## src/pwlt_pkg.sv

```systemverilog
package pwlt_pkg;

  localparam int SEGMENTS  = 20;
  localparam int SEG_IDX_W = 5;
  localparam int R_W       = 20;
  localparam int DR_W      = 18;
  localparam int P_W       = 24;
  localparam int CNT_W     = 5;
  localparam int T_W       = 9;
  localparam int Q_USE_W   = 8;

  localparam logic [R_W-1:0] R_ABOVE_LIMIT = 20'd329927;
  localparam logic signed [T_W-1:0] BELOW_TEMP = 9'sd160;

  localparam logic [R_W-1:0] R_HIGH [SEGMENTS] = '{
    20'd329927, 20'd173153, 20'd95009, 20'd54247, 20'd32101,
    20'd19621,  20'd12351,  20'd9900,  20'd7952,  20'd5227,
    20'd3517,   20'd2418,   20'd1695,  20'd1211,  20'd881,
    20'd651,    20'd488,    20'd372,   20'd306,   20'd237
  };

  localparam logic [R_W-1:0] R_LOW [SEGMENTS] = '{
    20'd173153, 20'd95009,  20'd54247, 20'd32101, 20'd19621,
    20'd12351,  20'd9900,   20'd7952,  20'd5227,  20'd3517,
    20'd2418,   20'd1695,   20'd1211,  20'd881,   20'd651,
    20'd488,    20'd372,    20'd306,   20'd237,   20'd153
  };

  localparam logic signed [T_W-1:0] T_HIGH [SEGMENTS] = '{
    -9'sd30, -9'sd20, -9'sd10, 9'sd0,   9'sd10,
    9'sd20,  9'sd25,  9'sd30,  9'sd40,  9'sd50,
    9'sd60,  9'sd70,  9'sd80,  9'sd90,  9'sd100,
    9'sd110, 9'sd120, 9'sd130, 9'sd140, 9'sd150
  };

  localparam bit DT_TEN [SEGMENTS] = '{
    1'b1, 1'b1, 1'b1, 1'b1, 1'b1,
    1'b1, 1'b0, 1'b0, 1'b1, 1'b1,
    1'b1, 1'b1, 1'b1, 1'b1, 1'b1,
    1'b1, 1'b1, 1'b1, 1'b1, 1'b1
  };

  typedef enum logic [1:0] {
    STATUS_IN_RANGE = 2'd0,
    STATUS_ABOVE    = 2'd1,
    STATUS_BELOW    = 2'd2
  } status_t;

  typedef enum logic [1:0] {
    ST_IDLE,
    ST_PREP,
    ST_DIV
  } state_t;

  typedef struct packed {
    logic                 hit;
    logic [SEG_IDX_W-1:0] idx;
    status_t              status;
  } seg_info_t;

endpackage

```

## src/pwlt_seg_search.sv

```systemverilog
module pwlt_seg_search
  import pwlt_pkg::*;
(
  input  logic             clk,
  input  logic             load,
  input  logic [R_W-1:0]   resistance,
  output seg_info_t        info
);

  seg_info_t info_next;

  always_comb begin
    info_next.hit    = 1'b0;
    info_next.idx    = '0;
    for (int i = SEGMENTS - 1; i >= 0; i--) begin
      if (resistance >= R_LOW[i]) begin
        info_next.hit = 1'b1;
        info_next.idx = SEG_IDX_W'(i);
      end
    end
    priority if (resistance > R_ABOVE_LIMIT) begin
      info_next.status = STATUS_ABOVE;
    end else if (!info_next.hit) begin
      info_next.status = STATUS_BELOW;
    end else begin
      info_next.status = STATUS_IN_RANGE;
    end
  end

  always_ff @(posedge clk) begin
    if (load) begin
      info <= info_next;
    end
  end

endmodule

```

## src/pwlt_div.sv

```systemverilog
module pwlt_div
  import pwlt_pkg::*;
(
  input  logic            clk,
  input  logic            rst,
  input  logic            start,
  input  logic [P_W-1:0]  dividend,
  input  logic [DR_W-1:0] divisor,
  output logic            done,
  output logic [P_W-1:0]  quotient,
  output logic [DR_W-1:0] remainder
);

  logic [DR_W-1:0]  dsr;
  logic [CNT_W-1:0] cnt;
  logic             running;
  logic [DR_W:0]    shifted;
  logic [DR_W+1:0]  trial;

  assign shifted = {remainder, quotient[P_W-1]};
  assign trial   = {1'b0, shifted} - {2'b00, dsr};

  always_ff @(posedge clk) begin
    if (rst) begin
      running <= 1'b0;
      done    <= 1'b0;
      cnt     <= '0;
    end else begin
      done <= 1'b0;
      if (start) begin
        running <= 1'b1;
        cnt     <= CNT_W'(P_W);
      end else if (running) begin
        cnt <= cnt - 1'b1;
        if (cnt == CNT_W'(1)) begin
          running <= 1'b0;
          done    <= 1'b1;
        end
      end
    end
  end

  always_ff @(posedge clk) begin
    if (start) begin
      dsr       <= divisor;
      remainder <= '0;
      quotient  <= dividend;
    end else if (running) begin
      if (!trial[DR_W+1]) begin
        remainder <= trial[DR_W-1:0];
        quotient  <= {quotient[P_W-2:0], 1'b1};
      end else begin
        remainder <= shifted[DR_W-1:0];
        quotient  <= {quotient[P_W-2:0], 1'b0};
      end
    end
  end

endmodule

```

## src/thermistor_piecewise_linear_temperature.sv

```systemverilog
// Converts an NTC thermistor resistance in ohms to whole degrees Celsius by
// linear interpolation over a fixed 20-segment table, with a range status.
// Raise start with resistance_ohms while busy is low; the result appears on
// temperature_c and range_status for exactly one cycle with valid high, and
// must be captured then since it cannot be held off. An in-table or
// above-table reading passes from acceptance through the prep state and
// the 24-step restoring divider, which forms the interpolation quotient
// one bit per cycle; a reading below the table skips the divider. busy
// drops in the cycle valid is shown, so the next reading may be started then.
module thermistor_piecewise_linear_temperature
  import pwlt_pkg::*;
(
  input  logic                  clk,
  input  logic                  rst,
  input  logic                  start,
  input  logic [19:0]           resistance_ohms,
  output logic                  busy,
  output logic                  valid,
  output logic signed [8:0]     temperature_c,
  output logic [1:0]            range_status
);

  state_t          state;
  state_t          state_next;
  logic            accept;
  logic [R_W-1:0]  r_hold;
  seg_info_t       seg;
  logic            div_start;
  logic            div_done;
  logic [P_W-1:0]  div_quo;
  logic [DR_W-1:0] div_rem;
  logic [R_W-1:0]  d;
  logic [P_W-1:0]  d_x5;
  logic [P_W-1:0]  p;
  logic [R_W-1:0]  dr_full;
  logic            res_load;
  logic signed [T_W-1:0] res_temp;
  logic signed [T_W:0]   t_base;
  logic signed [T_W:0]   t_adj;

  assign busy   = (state != ST_IDLE);
  assign accept = start && !busy;

  pwlt_seg_search u_seg (
    .clk        (clk),
    .load       (accept),
    .resistance (resistance_ohms),
    .info       (seg)
  );

  always_ff @(posedge clk) begin
    if (accept) begin
      r_hold <= resistance_ohms;
    end
  end

  assign d       = r_hold - R_LOW[seg.idx];
  assign d_x5    = {2'b00, d, 2'b00} + {4'b0000, d};
  assign p       = DT_TEN[seg.idx] ? {d_x5[P_W-2:0], 1'b0} : d_x5;
  assign dr_full = R_HIGH[seg.idx] - R_LOW[seg.idx];

  pwlt_div u_div (
    .clk       (clk),
    .rst       (rst),
    .start     (div_start),
    .dividend  (p),
    .divisor   (dr_full[DR_W-1:0]),
    .done      (div_done),
    .quotient  (div_quo),
    .remainder (div_rem)
  );

  assign t_base = {T_HIGH[seg.idx][T_W-1], T_HIGH[seg.idx]}
                - $signed({2'b00, div_quo[Q_USE_W-1:0]});
  assign t_adj  = ((div_rem != '0) && (t_base > 0)) ? t_base - 10'sd1 : t_base;

  always_ff @(posedge clk) begin
    if (rst) begin
      state <= ST_IDLE;
    end else begin
      state <= state_next;
    end
  end

  always_comb begin
    state_next = state;
    div_start  = 1'b0;
    res_load   = 1'b0;
    res_temp   = t_adj[T_W-1:0];
    unique case (state)
      ST_IDLE: begin
        if (accept) begin
          state_next = ST_PREP;
        end
      end
      ST_PREP: begin
        if (seg.hit) begin
          div_start  = 1'b1;
          state_next = ST_DIV;
        end else begin
          res_load   = 1'b1;
          res_temp   = BELOW_TEMP;
          state_next = ST_IDLE;
        end
      end
      ST_DIV: begin
        if (div_done) begin
          res_load   = 1'b1;
          state_next = ST_IDLE;
        end
      end
      default: begin
        state_next = ST_IDLE;
      end
    endcase
  end

  always_ff @(posedge clk) begin
    if (rst) begin
      valid <= 1'b0;
    end else begin
      valid <= res_load;
    end
  end

  always_ff @(posedge clk) begin
    if (res_load) begin
      temperature_c <= res_temp;
      range_status  <= seg.status;
    end
  end

  a_valid_not_busy: assert property (@(posedge clk) disable iff (rst)
    valid |-> !busy)
    else $error("result shown while busy");

  a_accept_busy: assert property (@(posedge clk) disable iff (rst)
    accept |=> busy && !valid)
    else $error("accepted transaction did not hold busy");

  a_below_temp: assert property (@(posedge clk) disable iff (rst)
    valid && (range_status == STATUS_BELOW) |-> temperature_c == BELOW_TEMP)
    else $error("below-table transaction with wrong temperature");

  a_div_in_div: assert property (@(posedge clk) disable iff (rst)
    div_done |-> state == ST_DIV)
    else $error("divider finished outside divide state");

endmodule

```

## config.mk

```make
export PLATFORM = sky130hd
export DESIGN_NAME = thermistor_piecewise_linear_temperature
export DESIGN_NICKNAME = d
export VERILOG_FILES = /design/src/pwlt_pkg.sv /design/src/pwlt_seg_search.sv /design/src/pwlt_div.sv /design/src/thermistor_piecewise_linear_temperature.sv
export SDC_FILE = /design/constraint.sdc
export NUM_CORES = 1
export LEC_CHECK = 0
export BUFFER_PORTS_ARGS = -buffer_cell sky130_fd_sc_hd__buf_4
export CELL_PAD_IN_SITES_DETAIL_PLACEMENT = 0
export CELL_PAD_IN_SITES_GLOBAL_PLACEMENT = 1
export CORE_MARGIN = 8
export CORE_UTILIZATION = 43
export CTS_BUF_LIST = sky130_fd_sc_hd__clkbuf_8 sky130_fd_sc_hd__clkbuf_16
export DETAILED_ROUTE_END_ITERATION = 6
export MAX_ROUTING_LAYER = met4
export PLACE_DENSITY = 0.82
export SLEW_MARGIN = 25
export SYNTH_ARGS = -nofsm -noshare
export SYNTH_HDL_FRONTEND = slang
export SYNTH_SLANG_ARGS = --single-unit
```

## constraint.sdc

```tcl
create_clock -name clk -period 17 [get_ports clk]
set_input_delay 0.85 -clock clk [delete_from_list [all_inputs] [get_ports clk]]
set_output_delay 0.85 -clock clk [all_outputs]
set_load 0.005 [all_outputs]
```

After elaboration in Yosys (flattened, before gate mapping)
Memory sizes are Yosys's and may differ from the RTL's.
Index checks and enable logic that the tools add are counted.
{ "totals": {"ff_bits": 109, "rom_bits": 1600, "in_bits": 23, "out_inout_bits": 13, "elab_cells": 126, "n_memories": 4} }
{ "mem_list": {"columns": ["memory", "depth", "width", "read_ports", "rd_ports_with_merged_regs", "write_ports", "line_no", "text"], "rows": [
  ["(no name shown)", 32, 20, 1, 0, 0, "thermistor_piecewise_linear_temperature.sv:60", "assign dr_full = R_HIGH[seg.idx] - R_LOW[seg.idx];"],
  ["(no name shown)", 32, 20, 1, 0, 0, "thermistor_piecewise_linear_temperature.sv:60", null],
  ["(no name shown)", 32, 9, 1, 0, 0, "thermistor_piecewise_linear_temperature.sv:73", "assign t_base = {T_HIGH[seg.idx][T_W-1], T_HIGH[seg.idx]}"],
  ["(no name shown)", 32, 1, 1, 0, 0, "thermistor_piecewise_linear_temperature.sv:59", "assign p = DT_TEN[seg.idx] ? {d_x5[P_W-2:0], 1'b0} : d_x5;"]
]} }
{ "classes": {"n_addsub": 7, "magnitude_cmp": 23, "eq_ne": 5, "mux": 52, "bitwise": 2, "reduce_logical": 14} }
{ "ops": {"columns": ["op", "count"], "rows": [
  ["6-bit 2-to-1 mux", 20],
  ["24-bit 2-to-1 mux", 3],
  ["20-bit by 9-bit greater-or-equal comparator with 1-bit output, second input constant", 3],
  ["18-bit 2-to-1 mux", 3],
  ["9-bit 2-to-1 mux", 5],
  ["20-bit by 10-bit greater-or-equal comparator with 1-bit output, second input constant", 2],
  ["20-bit by 11-bit greater-or-equal comparator with 1-bit output, second input constant", 2],
  ["20-bit by 12-bit greater-or-equal comparator with 1-bit output, second input constant", 2],
  ["20-bit by 13-bit greater-or-equal comparator with 1-bit output, second input constant", 2],
  ["20-bit by 14-bit greater-or-equal comparator with 1-bit output, second input constant", 2],
  ["20-bit by 15-bit greater-or-equal comparator with 1-bit output, second input constant", 2],
  ["20-bit by 8-bit greater-or-equal comparator with 1-bit output, second input constant", 2],
  ["20-bit 2-to-1 mux", 2],
  ["22-bit by 20-bit adder with 23-bit output", 1],
  ["20-bit by 16-bit greater-or-equal comparator with 1-bit output, second input constant", 1],
  ["20-bit by 17-bit greater-or-equal comparator with 1-bit output, second input constant", 1],
  ["20-bit by 18-bit greater-or-equal comparator with 1-bit output, second input constant", 1],
  ["20-bit by 19-bit greater-than comparator with 1-bit output, second input constant", 1],
  ["19-bit by 18-bit subtractor with 20-bit output", 1],
  ["20-bit subtractor", 1],
  ["18-bit nonzero test", 1],
  ["18-bit subtractor", 1],
  ["16-bit OR reduction", 1],
  ["1-bit 2-to-1 mux", 11],
  ["other kinds (25)", 32]
]} }

Longest topological paths before layout
Gate-level depths: netlist of the first run.
{ "depth": {"depth_word": 22, "mapped_depth": 25, "ltp_nobuf": 24} }

Cells and area by module
Synthesis of the first run repeated with hierarchy kept, for this count alone.
{ "unflattened": {"cells_unflattened": 1309, "area_unflattened_um2": 10986.8} }
{ "by_module_without_submodules": {"columns": ["mod", "instances", "cells_each", "area_each_um2", "seq_area_each_um2"], "rows": [
  ["thermistor_piecewise_linear_temperature", 1, 796, 6067.1, 991.0],
  ["pwlt_div", 1, 361, 3789.9, 1761.7],
  ["pwlt_seg_search", 1, 152, 1129.8, 240.2]
]} }

Worst setup path after synthesis of the first run
No wires, ideal clock.
{ "synth_timing": {"path_kind": "reg-to-reg", "from": "reg u_seg.info[3] (netlist bit)", "to": "reg u_div.quotient[21] (data pin)", "setup_time_ns": 0.304, "arrival_time_ns": 5.564, "t_required_ns": 16.696, "setup_slack_ns": 11.132, "stages_incl_launch_ff": 25, "path_buffers": 2, "period_less_slack_ns": 5.868, "path_cell_list": "edfxtp_1 -> clkbuf_1 -> inv_1 -> ha_1 -> clkbuf_1 -> a211oi_1 -> a21oi_1 -> a21oi_1 -> ha_1 -> a21o_1 -> a2111oi_2 -> a21oi_1 -> a21o_1 -> a21oi_1 -> xnor2_1 -> ha_1 -> a211o_1 -> a2111oi_0 -> a21boi_1 -> o41ai_1 -> a21o_1 -> o31a_1 -> and4b_1 -> o21ai_1 -> a31oi_1"} }
{ "synth_between": {"elab_chain_len": 8, "elab_cells_between_ends": 11, "classes_between": "add/sub (2); mux (6); bitwise (1); memory (2)"} }
{ "synth_rtl": {"columns": ["item", "line_no", "text"], "rows": [
  ["start: declaration", "pwlt_seg_search.sv:7", "output seg_info_t info"],
  ["start signal: assignment", "pwlt_seg_search.sv:32", "info <= info_next;"],
  ["5-bit inverter with 6-bit output (implied by the code) (*)", "thermistor_piecewise_linear_temperature.sv:57, thermistor_piecewise_linear_temperature.sv:59", null],
  ["memory read 32 x 20 bit", null, null],
  ["20-bit 2-to-1 mux (2 in series)", null, null],
  ["20-bit subtractor", "thermistor_piecewise_linear_temperature.sv:57", "assign d = r_hold - R_LOW[seg.idx];"],
  ["22-bit by 20-bit adder with 23-bit output", "thermistor_piecewise_linear_temperature.sv:58", "assign d_x5 = {2'b00, d, 2'b00} + {4'b0000, d};"],
  ["24-bit 2-to-1 mux (*)", "thermistor_piecewise_linear_temperature.sv:59", null],
  ["24-bit 2-to-1 mux (*)", "pwlt_div.sv:44", "if (start) begin"],
  ["end signal: assignment", "pwlt_div.sv:47", "quotient <= dividend;"],
  ["end signal: assignment", "pwlt_div.sv:51", "quotient <= {quotient[P_W-2:0], 1'b1};"],
  ["end signal: assignment", "pwlt_div.sv:54", "quotient <= {quotient[P_W-2:0], 1'b0};"],
  ["end: declaration", "pwlt_div.sv:10", "output logic [P_W-1:0] quotient,"]
]} }
Mark *: on every way between the ends. The rest lies on a longest branch, timed or not. The select of a mux whose other input is x is not followed.
A chain may end at the register's enable or synchronous reset.

Worst setup path in the final report of the first run
{ "layout_timing": {"from": "reg u_seg.info[2] (netlist bit)", "to": "reg u_div.quotient[21] (data pin)"} }
Same word-level chain as after synthesis.

==> results.json, run 1 <==
{
  "synth_top_flop_cell": "edfxtp_1",
  "critPathKind": "flop to flop",
  "cts.sinks": 109,
  "tritoncts": "yes",
  "critPathSlowestCell": "edfxtp_1",
  "synth-simple-area-share_pct": 20.4,
  "post-route-drc-count": 0,
  "synth.largest_area_cell": "edfxtp_1",
  "stdcell_area_mm2": 0.0109,
  "synth_warnings": 0,
  "status": "finished, final reports clean",
  "slew_headroom_pct": 36.5,
  "ys_seq_area_share_pct": 29.7,
  "synthCells": 1239,
  "wl_per_cell_um": 17.2,
  "max_freq_ghz": 0.148,
  "clkSlewWorstSetupHoldPaths_ns": 0.08,
  "grt_max_degree": 56,
  "antenna_found_initial": 0,
  "grt_pass1_wl_um": 43200,
  "hp-class": "flop to flop",
  "vias_per_cell": 5.69,
  "ir_drop_mv": 0.0784,
  "netlist_top_cells_area": "edfxtp_1 (24%), ha_1 (12%), dfxtp_1 (5.6%), a21oi_1 (4.9%), nor2_1 (4.8%)",
  "synth-seq-cells": 109,
  "synth_top_family_by_area": "compound AO/OA/AOI/OAI gates",
  "finalPower_uw": 1680,
  "synth_compound_area_share_pct": 24.7,
  "hpwl_um": 21000,
  "critPathLaunch": "u_seg.info[2]$_SDFFCE_PP0P_",
  "coreArea_mm2": 0.0233,
  "placed_area_mm2": 0.0106,
  "syn_area_mm2": 0.0101,
  "cts_setup_buffers": 0,
  "startpoint_type": "flop",
  "worst_slew_pin_slew_ns": 0.951,
  "critical-path-max-stage-delay_ns": 0.79,
  "crit_path_frequent_cell": "a21oi_1",
  "cts_root_buffer": "clkbuf_16",
  "h-tree-depth": 3,
  "nets": 1370,
  "crit_end": "u_div.quotient[21]$_DFFE_PP_",
  "synth_cell_types": 80,
  "synthArstFlopShare_pct": 0,
  "final-setup-viol-count": 0,
  "fin_skew_ns": 0.0135,
  "r2r_cells": 22,
  "ant_nets": 0,
  "start_util_pct": 43.3,
  "synth_top_area_share_pct": 24.1,
  "synth_fa_ha_area_share_pct": 13.0,
  "r2r-start": "u_seg.info[2]$_SDFFCE_PP0P_",
  "die_w_um": 169,
  "row_count": 56,
  "diodes": 0,
  "final_cells": 1569,
  "synth-edff-count": 81,
  "drt_wl_total_um": 27000,
  "timing.critical_path.arrival_ns": 6.85,
  "synth_mux_area_share_pct": 2.53,
  "synth_xor_area_share_pct": 4.61,
  "hold_viol": 0,
  "port_buffers": 35,
  "drtIter0Drc": 811,
  "cts_resized": 0,
  "final_layout_size_suffix_gt1_share_pct": 7.04,
  "leakagePower_uw": 0.00442,
  "maxCapViolations": 0,
  "cp_cell_sequence": "inv_1 > ha_1 > a211oi_1 > a21oi_1 > a21oi_1 > ha_1 > a21o_1 > a2111oi_2 > a21oi_1 > a21o_1 > a21oi_1 > xnor2_1 > ha_1 > a211o_1 > a2111oi_0 > a21boi_1 > o41ai_1 > a21o_1 > o31a_1 > and4b_1 > o21ai_1 > a31oi_1",
  "clock_latency_ns": 0.36,
  "setup-tns-final_ns": 0,
  "powerDensity_mw_per_mm2": 154,
  "place_inst": 1553,
  "cts_made_buffers": 9,
  "routabilityCongestion": 0.984,
  "num_vias": 8925,
  "grt_pass1_vias": 8209,
  "dr.pass1.iters": 7,
  "final_util_pct": 47.0,
  "max-clock-path-buffers": 2,
  "synth.avg_cell_area_um2": 8.13,
  "syn_nets": 1364,
  "cp-end-kind": "flop",
  "required_ns": 17.08,
  "drv_slew": 0,
  "floorplan.io_pins": 36,
  "dieArea_mm2": 0.0286,
  "rsz0062_at_grt": "no",
  "grt_usage_pct": 19.3,
  "r2r_setup_slack_ns": 10.23,
  "fin_crit_sh_pct": 39.8,
  "syn_to_final_growth_pct": 8.46,
  "cts_hold_buf": 0,
  "period_needed_ns": 6.77,
  "die_y_um": 169,
  "rr_endpoint": "u_div.quotient[21]$_DFFE_PP_",
  "grt.overflow.total": 0,
  "worstPathMaxFanout": 19
}
==> registers in the layout, indices dropped and copies added (netlist names), 5 cells and up <==
name / flops
u_div.quotient: 24
u_div.dsr: 18
u_div.remainder: 18
temperature_c: 9
u_seg.info: 8
r_hold: 20
u_div.cnt: 5
==> report_power, final <==
group,internal (uW),switching [uW]
Clock,110,105
Sequential,369,40.8
Combinational,442,614
==> stage by stage <==
stage	hold WS [ns]	setup WS (ns)
after global placement	0.418	10.48
after detailed placement	0.408	10.33
after floorplan	0.400	11.13
after CTS	0.441	10.30
final	0.439	10.23
after global routing	0.443	9.68
==> metal layers <==
metal  part of all wire, %  track usage, %
met1                    48            25.0
met5                     0               -
met2                    47            31.4
met3                   3.2            1.70
met4                   2.5            6.39
==> critical path: cells and delay by family (launching register included) <==
kind / cells / cell delay (ns)
AO/OA/AOI/OAI: 16 / 3.79
XOR/XNOR: 1 / 0.19
adder cells (fa/ha/maj): 3 / 1.22
buffers and inverters: 1 / 0.29
flip-flops: 1 / 0.79
AND/OR/NAND/NOR: 1 / 0.21
==> cells in the mapped netlist (8+ instances only) <==
library cell / count
o21ai_1: 11
nor2_1: 129
or3_1: 12
nand2_1: 121
xor2_1: 14
nor2b_1: 17
o31a_1: 9
mux2i_1: 21
nand3_1: 28
a211oi_1: 17
and2_1: 9
o211ai_1: 13
a21o_1: 21
buf_1: 8
ha_1: 97
nor3_1: 33
o21bai_1: 8
xnor2_1: 39
o31ai_1: 10
nand2b_1: 19
edfxtp_1: 81
a21oi_1: 99
o21ai_0: 93
nor4_1: 10
clkbuf_1: 41
a31oi_1: 26
o21a_1: 19
inv_1: 82
dfxtp_1: 28
==> how the worst min path moves through the flow <==
stage                                            from                        end  slack [ns]  cells after the start
final                     u_seg.info[0]$_SDFFCE_PN1P_  range_status[0]$_DFFE_PP_        0.44                      0
after global routing      u_seg.info[0]$_SDFFCE_PN1P_  range_status[0]$_DFFE_PP_        0.44                      0
after CTS                 u_seg.info[0]$_SDFFCE_PN1P_  range_status[0]$_DFFE_PP_        0.44                      0
after detailed placement  u_seg.info[0]$_SDFFCE_PN1P_  range_status[0]$_DFFE_PP_        0.41                      0
after global placement    u_seg.info[1]$_SDFFCE_PN0P_  range_status[1]$_DFFE_PP_        0.42                      0
after floorplan           u_seg.info[0]$_SDFFCE_PN1P_  range_status[0]$_DFFE_PP_        0.40                      0
==> layout by cell type, fill, tap and decap left out, drive strengths merged, types with 6 or more instances in the layout <==
cell,n
dfxtp,28
o41ai,9
nand4,6
inv,86
nand3,28
mux2i,21
or2,8
xor2,14
and3,7
edfxtp,81
o21bai,8
a211oi,17
o31ai,10
o21a,19
and2,9
nand2,121
o31a,9
a21oi,99
a21boi,12
or4,6
nor3,33
nor2,129
clkbuf,10
nor4,12
nand2b,19
buf,46
a31oi,26
nand3b,6
xnor2,39
o211ai,13
or3,12
a21o,21
ha,97
nor2b,18
o21ai,105
==> cell families (layout without fill, tap and decap cells) <==
| logic type | Yosys count | count (layout) |
|---|---|---|
| AO/OA/AOI/OAI | 388 | 388 |
| XOR/XNOR | 53 | 53 |
| adder cells (fa/ha/maj) | 102 | 102 |
| buffers and inverters | 134 | 145 |
| flip-flops | 109 | 109 |
| multiplexers | 25 | 25 |
| AND/OR/NAND/NOR | 428 | 428 |
==> final cells by class <==
type | instances | area, um2
Fill cell | 2345 | 12300
Multi-Input combinational cell | 996 | 6590
Sequential cell | 109 | 2990
Tap cell | 319 | 399
Timing Repair Buffer | 46 | 345
Inverter | 83 | 312
Clock buffer | 10 | 250
Clock inverter | 6 | 43.8
(Power assumes the default switching activity.)
==> run 2, diff against run 1 <==
--- a/config.mk
+++ b/config.mk
@@ -5,6 +5,7 @@
 export SDC_FILE = /design/constraint.sdc
 export NUM_CORES = 1
 export LEC_CHECK = 0
+export ABC_AREA = 1
 export BUFFER_PORTS_ARGS = -buffer_cell sky130_fd_sc_hd__buf_4
 export CELL_PAD_IN_SITES_DETAIL_PLACEMENT = 0
 export CELL_PAD_IN_SITES_GLOBAL_PLACEMENT = 1
@@ -13,7 +14,7 @@
 export CTS_BUF_LIST = sky130_fd_sc_hd__clkbuf_8 sky130_fd_sc_hd__clkbuf_16
 export DETAILED_ROUTE_END_ITERATION = 6
 export MAX_ROUTING_LAYER = met4
-export PLACE_DENSITY = 0.82
+export PLACE_DENSITY = 0.83
 export SLEW_MARGIN = 25
 export SYNTH_ARGS = -nofsm -noshare
 export SYNTH_HDL_FRONTEND = slang
==> constraint.sdc (replaced) <==
create_clock -name clk -period 6.4 [get_ports clk]
set_input_delay 0.32 -clock clk [delete_from_list [all_inputs] [get_ports clk]]
set_output_delay 0.32 -clock clk [all_outputs]
set_load 0.005 [all_outputs]
==> results.json, run 2 <==
{
  "drtIter0Drc": 701,
  "clkSlewWorstSetupHoldPaths_ns": 0.08,
  "cp-end-kind": "flop",
  "start_util_pct": 43.3,
  "mostFrequentLayoutCells": "nand2_1 (235), inv_1 (189), nor2_1 (115), a21oi_1 (111), ha_1 (97)",
  "vias_per_cell": 5.52,
  "largest_reg_flops": 24,
  "grt_pass1_vias": 8462,
  "p_sw_share_pct": 48.4,
  "met1_usage_pct": 26.9,
  "final-setup-viol-count": 0,
  "p_seq_share_pct": 21.4,
  "synth-edff-count": 81,
  "max_freq_ghz": 0.174,
  "cts.sinks": 109,
  "syn_to_final_growth_pct": 10.0,
  "die_w_um": 166,
  "synth_top_flop_cell": "edfxtp_1",
  "slew_headroom_pct": 39.0,
  "cts_setup_buffers": 0,
  "final_cells": 1629,
  "critPathSlowestCell": "o311ai_0",
  "startpoint_type": "flop",
  "holdPathEnd": "u_div.cnt[3]$_SDFFE_PP0P_",
  "port_buffers": 35,
  "hp-class": "input pin to flop",
  "use_met2_pct": 29.8,
  "critPathKind": "flop to flop",
  "ant_nets": 0,
  "fin_skew_ns": 0.0172,
  "critical-path-max-stage-delay_ns": 0.71,
  "grt_max_degree": 43,
  "fin_crit_sh_pct": 89.7,
  "syn_area_mm2": 0.00972,
  "crit_path_frequent_cell": "nand2_1",
  "synth.avg_cell_area_um2": 7.48,
  "drt_wl_total_um": 27300,
  "ys_seq_area_share_pct": 30.8,
  "synth_commonest_cells": "nand2_1 (235), inv_1 (190), nor2_1 (115), a21oi_1 (111), ha_1 (97)",
  "num_vias": 8990,
  "r2r_setup_slack_ns": 0.66,
  "nets": 1464,
  "ir_drop_mv": 0.213,
  "h-tree-depth": 3,
  "synth_top_area_share_pct": 25.0,
  "required_ns": 6.48,
  "maxCapViolations": 0,
  "routabilityCongestion": 0.999,
  "comb_power_share_pct": 66.0,
  "powerDensity_mw_per_mm2": 480,
  "floorplan.io_pins": 36,
  "worst_slew_pin_slew_ns": 0.915,
  "synth_cell_types": 58,
  "cts_resized": 0,
  "row_count": 55,
  "clock_latency_ns": 0.36,
  "r2r-start": "u_seg.info[2]$_SDFFCE_PP0P_",
  "netlist_top_cells_area": "edfxtp_1 (25%), ha_1 (12%), nand2_1 (9.1%), inv_1 (7.3%), dfxtp_1 (5.8%)",
  "clkPwrFrac_pct": 12.6,
  "grt.overflow.total": 0,
  "r2r_cells": 28,
  "synth-seq-cells": 109,
  "status": "finished, final reports clean",
  "place_inst": 1613,
  "syn_nets": 1424,
  "hold_start": "rst",
  "busiest_layer": "met2",
  "yosysMostFrequentCell": "nand2_1",
  "largestRegisters": "u_div.quotient: 24 flops, r_hold: 20 flops",
  "cts_root_buffer": "clkbuf_16",
  "period_needed_ns": 5.74,
  "leakagePower_uw": 0.00477,
  "timing.critical_path.arrival_ns": 5.83,
  "switchingPower_uw": 2480,
  "final_layout_size_suffix_gt1_share_pct": 7.07,
  "diodes": 0,
  "layout_commonest_cell": "nand2_1",
  "synth.largest_area_cell": "edfxtp_1",
  "tritoncts": "yes",
  "wl_per_cell_um": 16.7,
  "cts_hold_buf": 0,
  "dr.pass1.iters": 5,
  "post-route-drc-count": 0,
  "synthCells": 1299,
  "synth_warnings": 0,
  "antenna_found_initial": 0,
  "hold_depth": 2,
  "die_y_um": 166,
  "setup-tns-final_ns": 0,
  "hpwl_um": 22000,
  "dieArea_mm2": 0.0277,
  "hold_viol": 0,
  "coreArea_mm2": 0.0224,
  "max-clock-path-buffers": 2,
  "grtUsageMet3_pct": 3.33,
  "cts_made_buffers": 9,
  "grt_usage_pct": 19.9,
  "grt_pass1_wl_um": 43600,
  "synthArstFlopShare_pct": 0,
  "drv_slew": 0,
  "rr_endpoint": "u_div.quotient[22]$_DFFE_PP_",
  "rsz0062_at_grt": "no",
  "internal_power_uw": 2650,
  "worstPathMaxFanout": 13,
  "regMostFlops": "u_div.quotient"
}
[run 2: cell count changes after synthesis, sizes merged, moves of 16 or more]
| cell | change |
|---|---|
| xor2 | +25 |
| nand3 | +26 |
| o221ai | +16 |
| nand2 | +124 |
| mux2i | -21 |
| clkbuf | -25 |
| nand2b | -19 |
| o21a | -18 |
| inv | +111 |
| a21o | -19 |
| nand4 | +19 |
| nor2b | -18 |
[run 2: worst max-delay path by stage]
| stage | start | end | slack [ns] | cells past startpoint |
|---|---|---|---|---|
| floorplan | u_seg.info[4]$_SDFFCE_PP0P_ | u_div.quotient[21]$_DFFE_PP_ | 1.53 | 26 |
| finish | u_seg.info[2]$_SDFFCE_PP0P_ | u_div.quotient[22]$_DFFE_PP_ | 0.66 | 28 |
| detailed placement | u_seg.info[2]$_SDFFCE_PP0P_ | u_div.quotient[22]$_DFFE_PP_ | 0.68 | 28 |
| global placement | u_seg.info[2]$_SDFFCE_PP0P_ | u_div.quotient[22]$_DFFE_PP_ | 0.61 | 28 |
| CTS | u_seg.info[2]$_SDFFCE_PP0P_ | u_div.quotient[22]$_DFFE_PP_ | 0.66 | 28 |
| global route | u_seg.info[2]$_SDFFCE_PP0P_ | u_div.quotient[21]$_DFFE_PP_ | 0.11 | 28 |
[run 2: per-stage QoR]
| step | setup WS, ns | power (uW) | utilization, % | hold WS (ns) | area (um2) |
|---|---|---|---|---|---|
| final | 0.657 | 5130 | 47.7 | 0.128 | 10700 |
| after global routing | 0.111 | 5620 | 47.7 | 0.124 | 10700 |
| after CTS | 0.664 | 5140 | 47.7 | 0.119 | 10700 |
| after detailed placement | 0.680 | 4470 | 46.2 | 0.405 | 10400 |
| after global placement | 0.612 | 4470 | 46.2 | 0.407 | 10400 |
| after floorplan | 1.53 | 3720 | - | 0.389 | 9720 |
[run 2: area by class of cell]
| cell class | instances | area [um2] |
|---|---|---|
| Fill cell | 2266 | 11700 |
| Clock buffer | 9 | 225 |
| Timing Repair Buffer | 50 | 375 |
| Inverter | 198 | 743 |
| Clock inverter | 7 | 114 |
| Sequential cell | 109 | 2990 |
| Multi-Input combinational cell | 971 | 5890 |
| Tap cell | 285 | 357 |
[run 2: cells by family (layout without fill, tap and decap cells)]
kind of cell    count (synthesis)  in the layout  share of synthesized area, %
xor+xnor                       73             73                          6.58
simple gates                  478            478                          21.2
fa+ha+maj                     102            102                          13.5
buf+inv                       219            264                          8.66
compound gates                318            318                          19.3
flops                         109            109                          30.8
[run 2: power by group through the flow]
stage / sequential, uW / combinational, uW / clock [uW]
global placement: 1110 / 3360 / 0
detailed placement: 1110 / 3360 / 0
finish: 1100 / 3380 / 649
global route: 1110 / 3830 / 684
CTS: 1100 / 3380 / 660
floorplan: 1090 / 2630 / 0
[run 2: critical path, delay by kind of cell (launching register included)]
family	cells	cell delay [ns]
flops	1	0.36
buf+inv	3	0.49
xor+xnor	2	0.32
compound gates	8	1.84
fa+ha+maj	3	1.08
simple gates	12	1.40
[run 2: metal layers]
metal	up-vias	share of wire [%]	wire length, um
met3	37	5.7	1550
met4	0	2.5	671
li1	4536	-	-
met1	4126	49	13300
met2	291	43	11800
met5	-	0	0
==> run 3, diff against run 2 <==
--- a/config.mk
+++ b/config.mk
@@ -5,7 +5,6 @@
 export SDC_FILE = /design/constraint.sdc
 export NUM_CORES = 1
 export LEC_CHECK = 0
-export ABC_AREA = 1
 export BUFFER_PORTS_ARGS = -buffer_cell sky130_fd_sc_hd__buf_4
 export CELL_PAD_IN_SITES_DETAIL_PLACEMENT = 0
 export CELL_PAD_IN_SITES_GLOBAL_PLACEMENT = 1
@@ -14,7 +13,7 @@
 export CTS_BUF_LIST = sky130_fd_sc_hd__clkbuf_8 sky130_fd_sc_hd__clkbuf_16
 export DETAILED_ROUTE_END_ITERATION = 6
 export MAX_ROUTING_LAYER = met4
-export PLACE_DENSITY = 0.83
+export PLACE_DENSITY = 0.82
 export SLEW_MARGIN = 25
 export SYNTH_ARGS = -nofsm -noshare
 export SYNTH_HDL_FRONTEND = slang
==> results.json, run 3 (synthesized netlist as in run 1, its figures left out) <==
{
  "timing.critical_path.arrival_ns": 6.08,
  "cts_made_buffers": 9,
  "crit_path_frequent_cell": "a21oi_1",
  "post-route-drc-count": 0,
  "slew_headroom_pct": 37.2,
  "critPathSlowestCell": "a2111oi_4",
  "grt_max_degree": 56,
  "drt_wl_total_um": 27700,
  "required_ns": 6.48,
  "pre_cts_ws_ns": 0.352,
  "final_layout_size_suffix_gt1_share_pct": 8.36,
  "routabilityCongestion": 0.966,
  "largestRegisters": "u_div.quotient: 24 flops, r_hold: 20 flops",
  "hp-class": "input pin to flop",
  "drtIter0Drc": 612,
  "setup-tns-final_ns": 0,
  "grt_usage_pct": 19.7,
  "h-tree-depth": 3,
  "nets": 1388,
  "worstPathMaxFanout": 8,
  "period_needed_ns": 6.00,
  "r2r_setup_slack_ns": 0.40,
  "ir_drop_mv": 0.202,
  "antenna_found_initial": 1,
  "worst_slew_pin_slew_ns": 0.941,
  "wl_per_cell_um": 17.4,
  "mostFrequentLayoutCells": "nor2_1 (128), nand2_1 (121), a21oi_1 (99), ha_1 (97), o21ai_0 (93)",
  "grt.overflow.total": 0,
  "cts_root_buffer": "clkbuf_16",
  "critPathKind": "flop to flop",
  "cp_cell_sequence": "buf_4 > ha_1 > inv_1 > nor2_1 > a21oi_1 > a21oi_1 > a21oi_1 > ha_1 > a21o_1 > a2111oi_4 > a21oi_1 > a21o_1 > a21oi_1 > xnor2_1 > ha_1 > a211o_1 > a2111oi_0 > a21boi_1 > o41ai_1 > a21o_1 > o31a_1 > and4b_1 > o21ai_1 > a31oi_1",
  "leakagePower_uw": 0.00451,
  "maxCapViolations": 0,
  "dr.pass1.iters": 5,
  "regMostFlops": "u_div.quotient",
  "coreArea_mm2": 0.0233,
  "syn_to_final_growth_pct": 10.2,
  "port_buffers": 35,
  "hold_viol": 0,
  "largest_reg_flops": 24,
  "max_freq_ghz": 0.167,
  "final-setup-viol-count": 0,
  "cts.sinks": 109,
  "whs_ns": 0.180,
  "hpwl_um": 21600,
  "die_y_um": 169,
  "startpoint_type": "flop",
  "dieArea_mm2": 0.0286,
  "fin_skew_ns": 0.0118,
  "powerDensity_mw_per_mm2": 404,
  "max-clock-path-buffers": 2,
  "rsz0062_at_grt": "no",
  "fin_crit_sh_pct": 93.8,
  "clock_latency_ns": 0.36,
  "tritoncts": "yes",
  "critical-path-max-stage-delay_ns": 0.43,
  "status": "finished, final reports clean",
  "floorplan.io_pins": 36,
  "fillCellCount": 2354,
  "cp-end-kind": "flop",
  "grt_pass1_wl_um": 44100,
  "ant_nets": 0,
  "num_vias": 9069,
  "worst_slack_ns": 0.400,
  "vias_per_cell": 5.71,
  "drv_slew": 0,
  "die_w_um": 169,
  "critPathTopFamily": "compound AO/OA/AOI/OAI gates",
  "layout_commonest_cell": "nor2_1",
  "grt_pass1_vias": 8442,
  "start_util_pct": 43.3,
  "critical_path_buf_inv_count": 2,
  "clkSlewWorstSetupHoldPaths_ns": 0.08,
  "row_count": 56
}
run 3: worst paths after layout:
path / start / endpoint / cells after the start
worst min register to register: u_seg.info[1]$_SDFFCE_PN0P_ / range_status[1]$_DFFE_PP_ / 0
worst min-delay path: resistance_ohms[0] / r_hold[0]$_DFFE_PP_ / 1
worst max register to register: u_seg.info[2]$_SDFFCE_PP0P_ / u_div.quotient[21]$_DFFE_PP_ / 24
worst max-delay path: u_seg.info[2]$_SDFFCE_PP0P_ / u_div.quotient[21]$_DFFE_PP_ / 24
run 3: layout make-up:
class | count | area, um2 | area share [%]
Multi-Input combinational cell | 996 | 6600 | 59.4
Clock inverter | 7 | 80.1 | 0.721
Clock buffer | 9 | 225 | 2.03
Inverter | 83 | 312 | 2.81
Antenna cell | 1 | 2.50 | 0.0225
Tap cell | 319 | 399 | 3.59
Sequential cell | 109 | 2990 | 27.0
Timing Repair Buffer | 64 | 493 | 4.44
run 3: report_power, final:
| part | total, uW | switching [uW] | internal [uW] | leakage, uW |
|---|---|---|---|---|
| Sequential | 1090 | 107 | 980 | 0.000991 |
| Clock | 596 | 286 | 310 | 0.000154 |
| Combinational | 2800 | 1620 | 1190 | 0.00337 |
| Total | 4490 | 2010 | 2480 | 0.00451 |
run 3: timing repair:
item | CTS | global route
buffers inserted | 0 | 0
endpoints found under the hold margin | 0 | 0
gates resized for setup | 0 | 1
hold buffers | 0 | 0
endpoints found under the setup margin | 0 | 2
run 3: stage by stage:
stage                     power (uW)  utilization (%)  cells  cell area [um2]
final                           4490             47.7   1588            11100
after global routing            4890             47.7   1588            11100
after CTS                       4490             47.6   1587            11100
after detailed placement        3880             46.3   1571            10800
after global placement          3870             46.3   1571            10800
after floorplan                 3290                -   1239            10100
run 3: layer usage:
metal  track usage (%)  wire length (um)
met1              25.3             13000
met3              2.26              1070
met5                 -                 0
met2              32.2             12900
met4              6.39               745
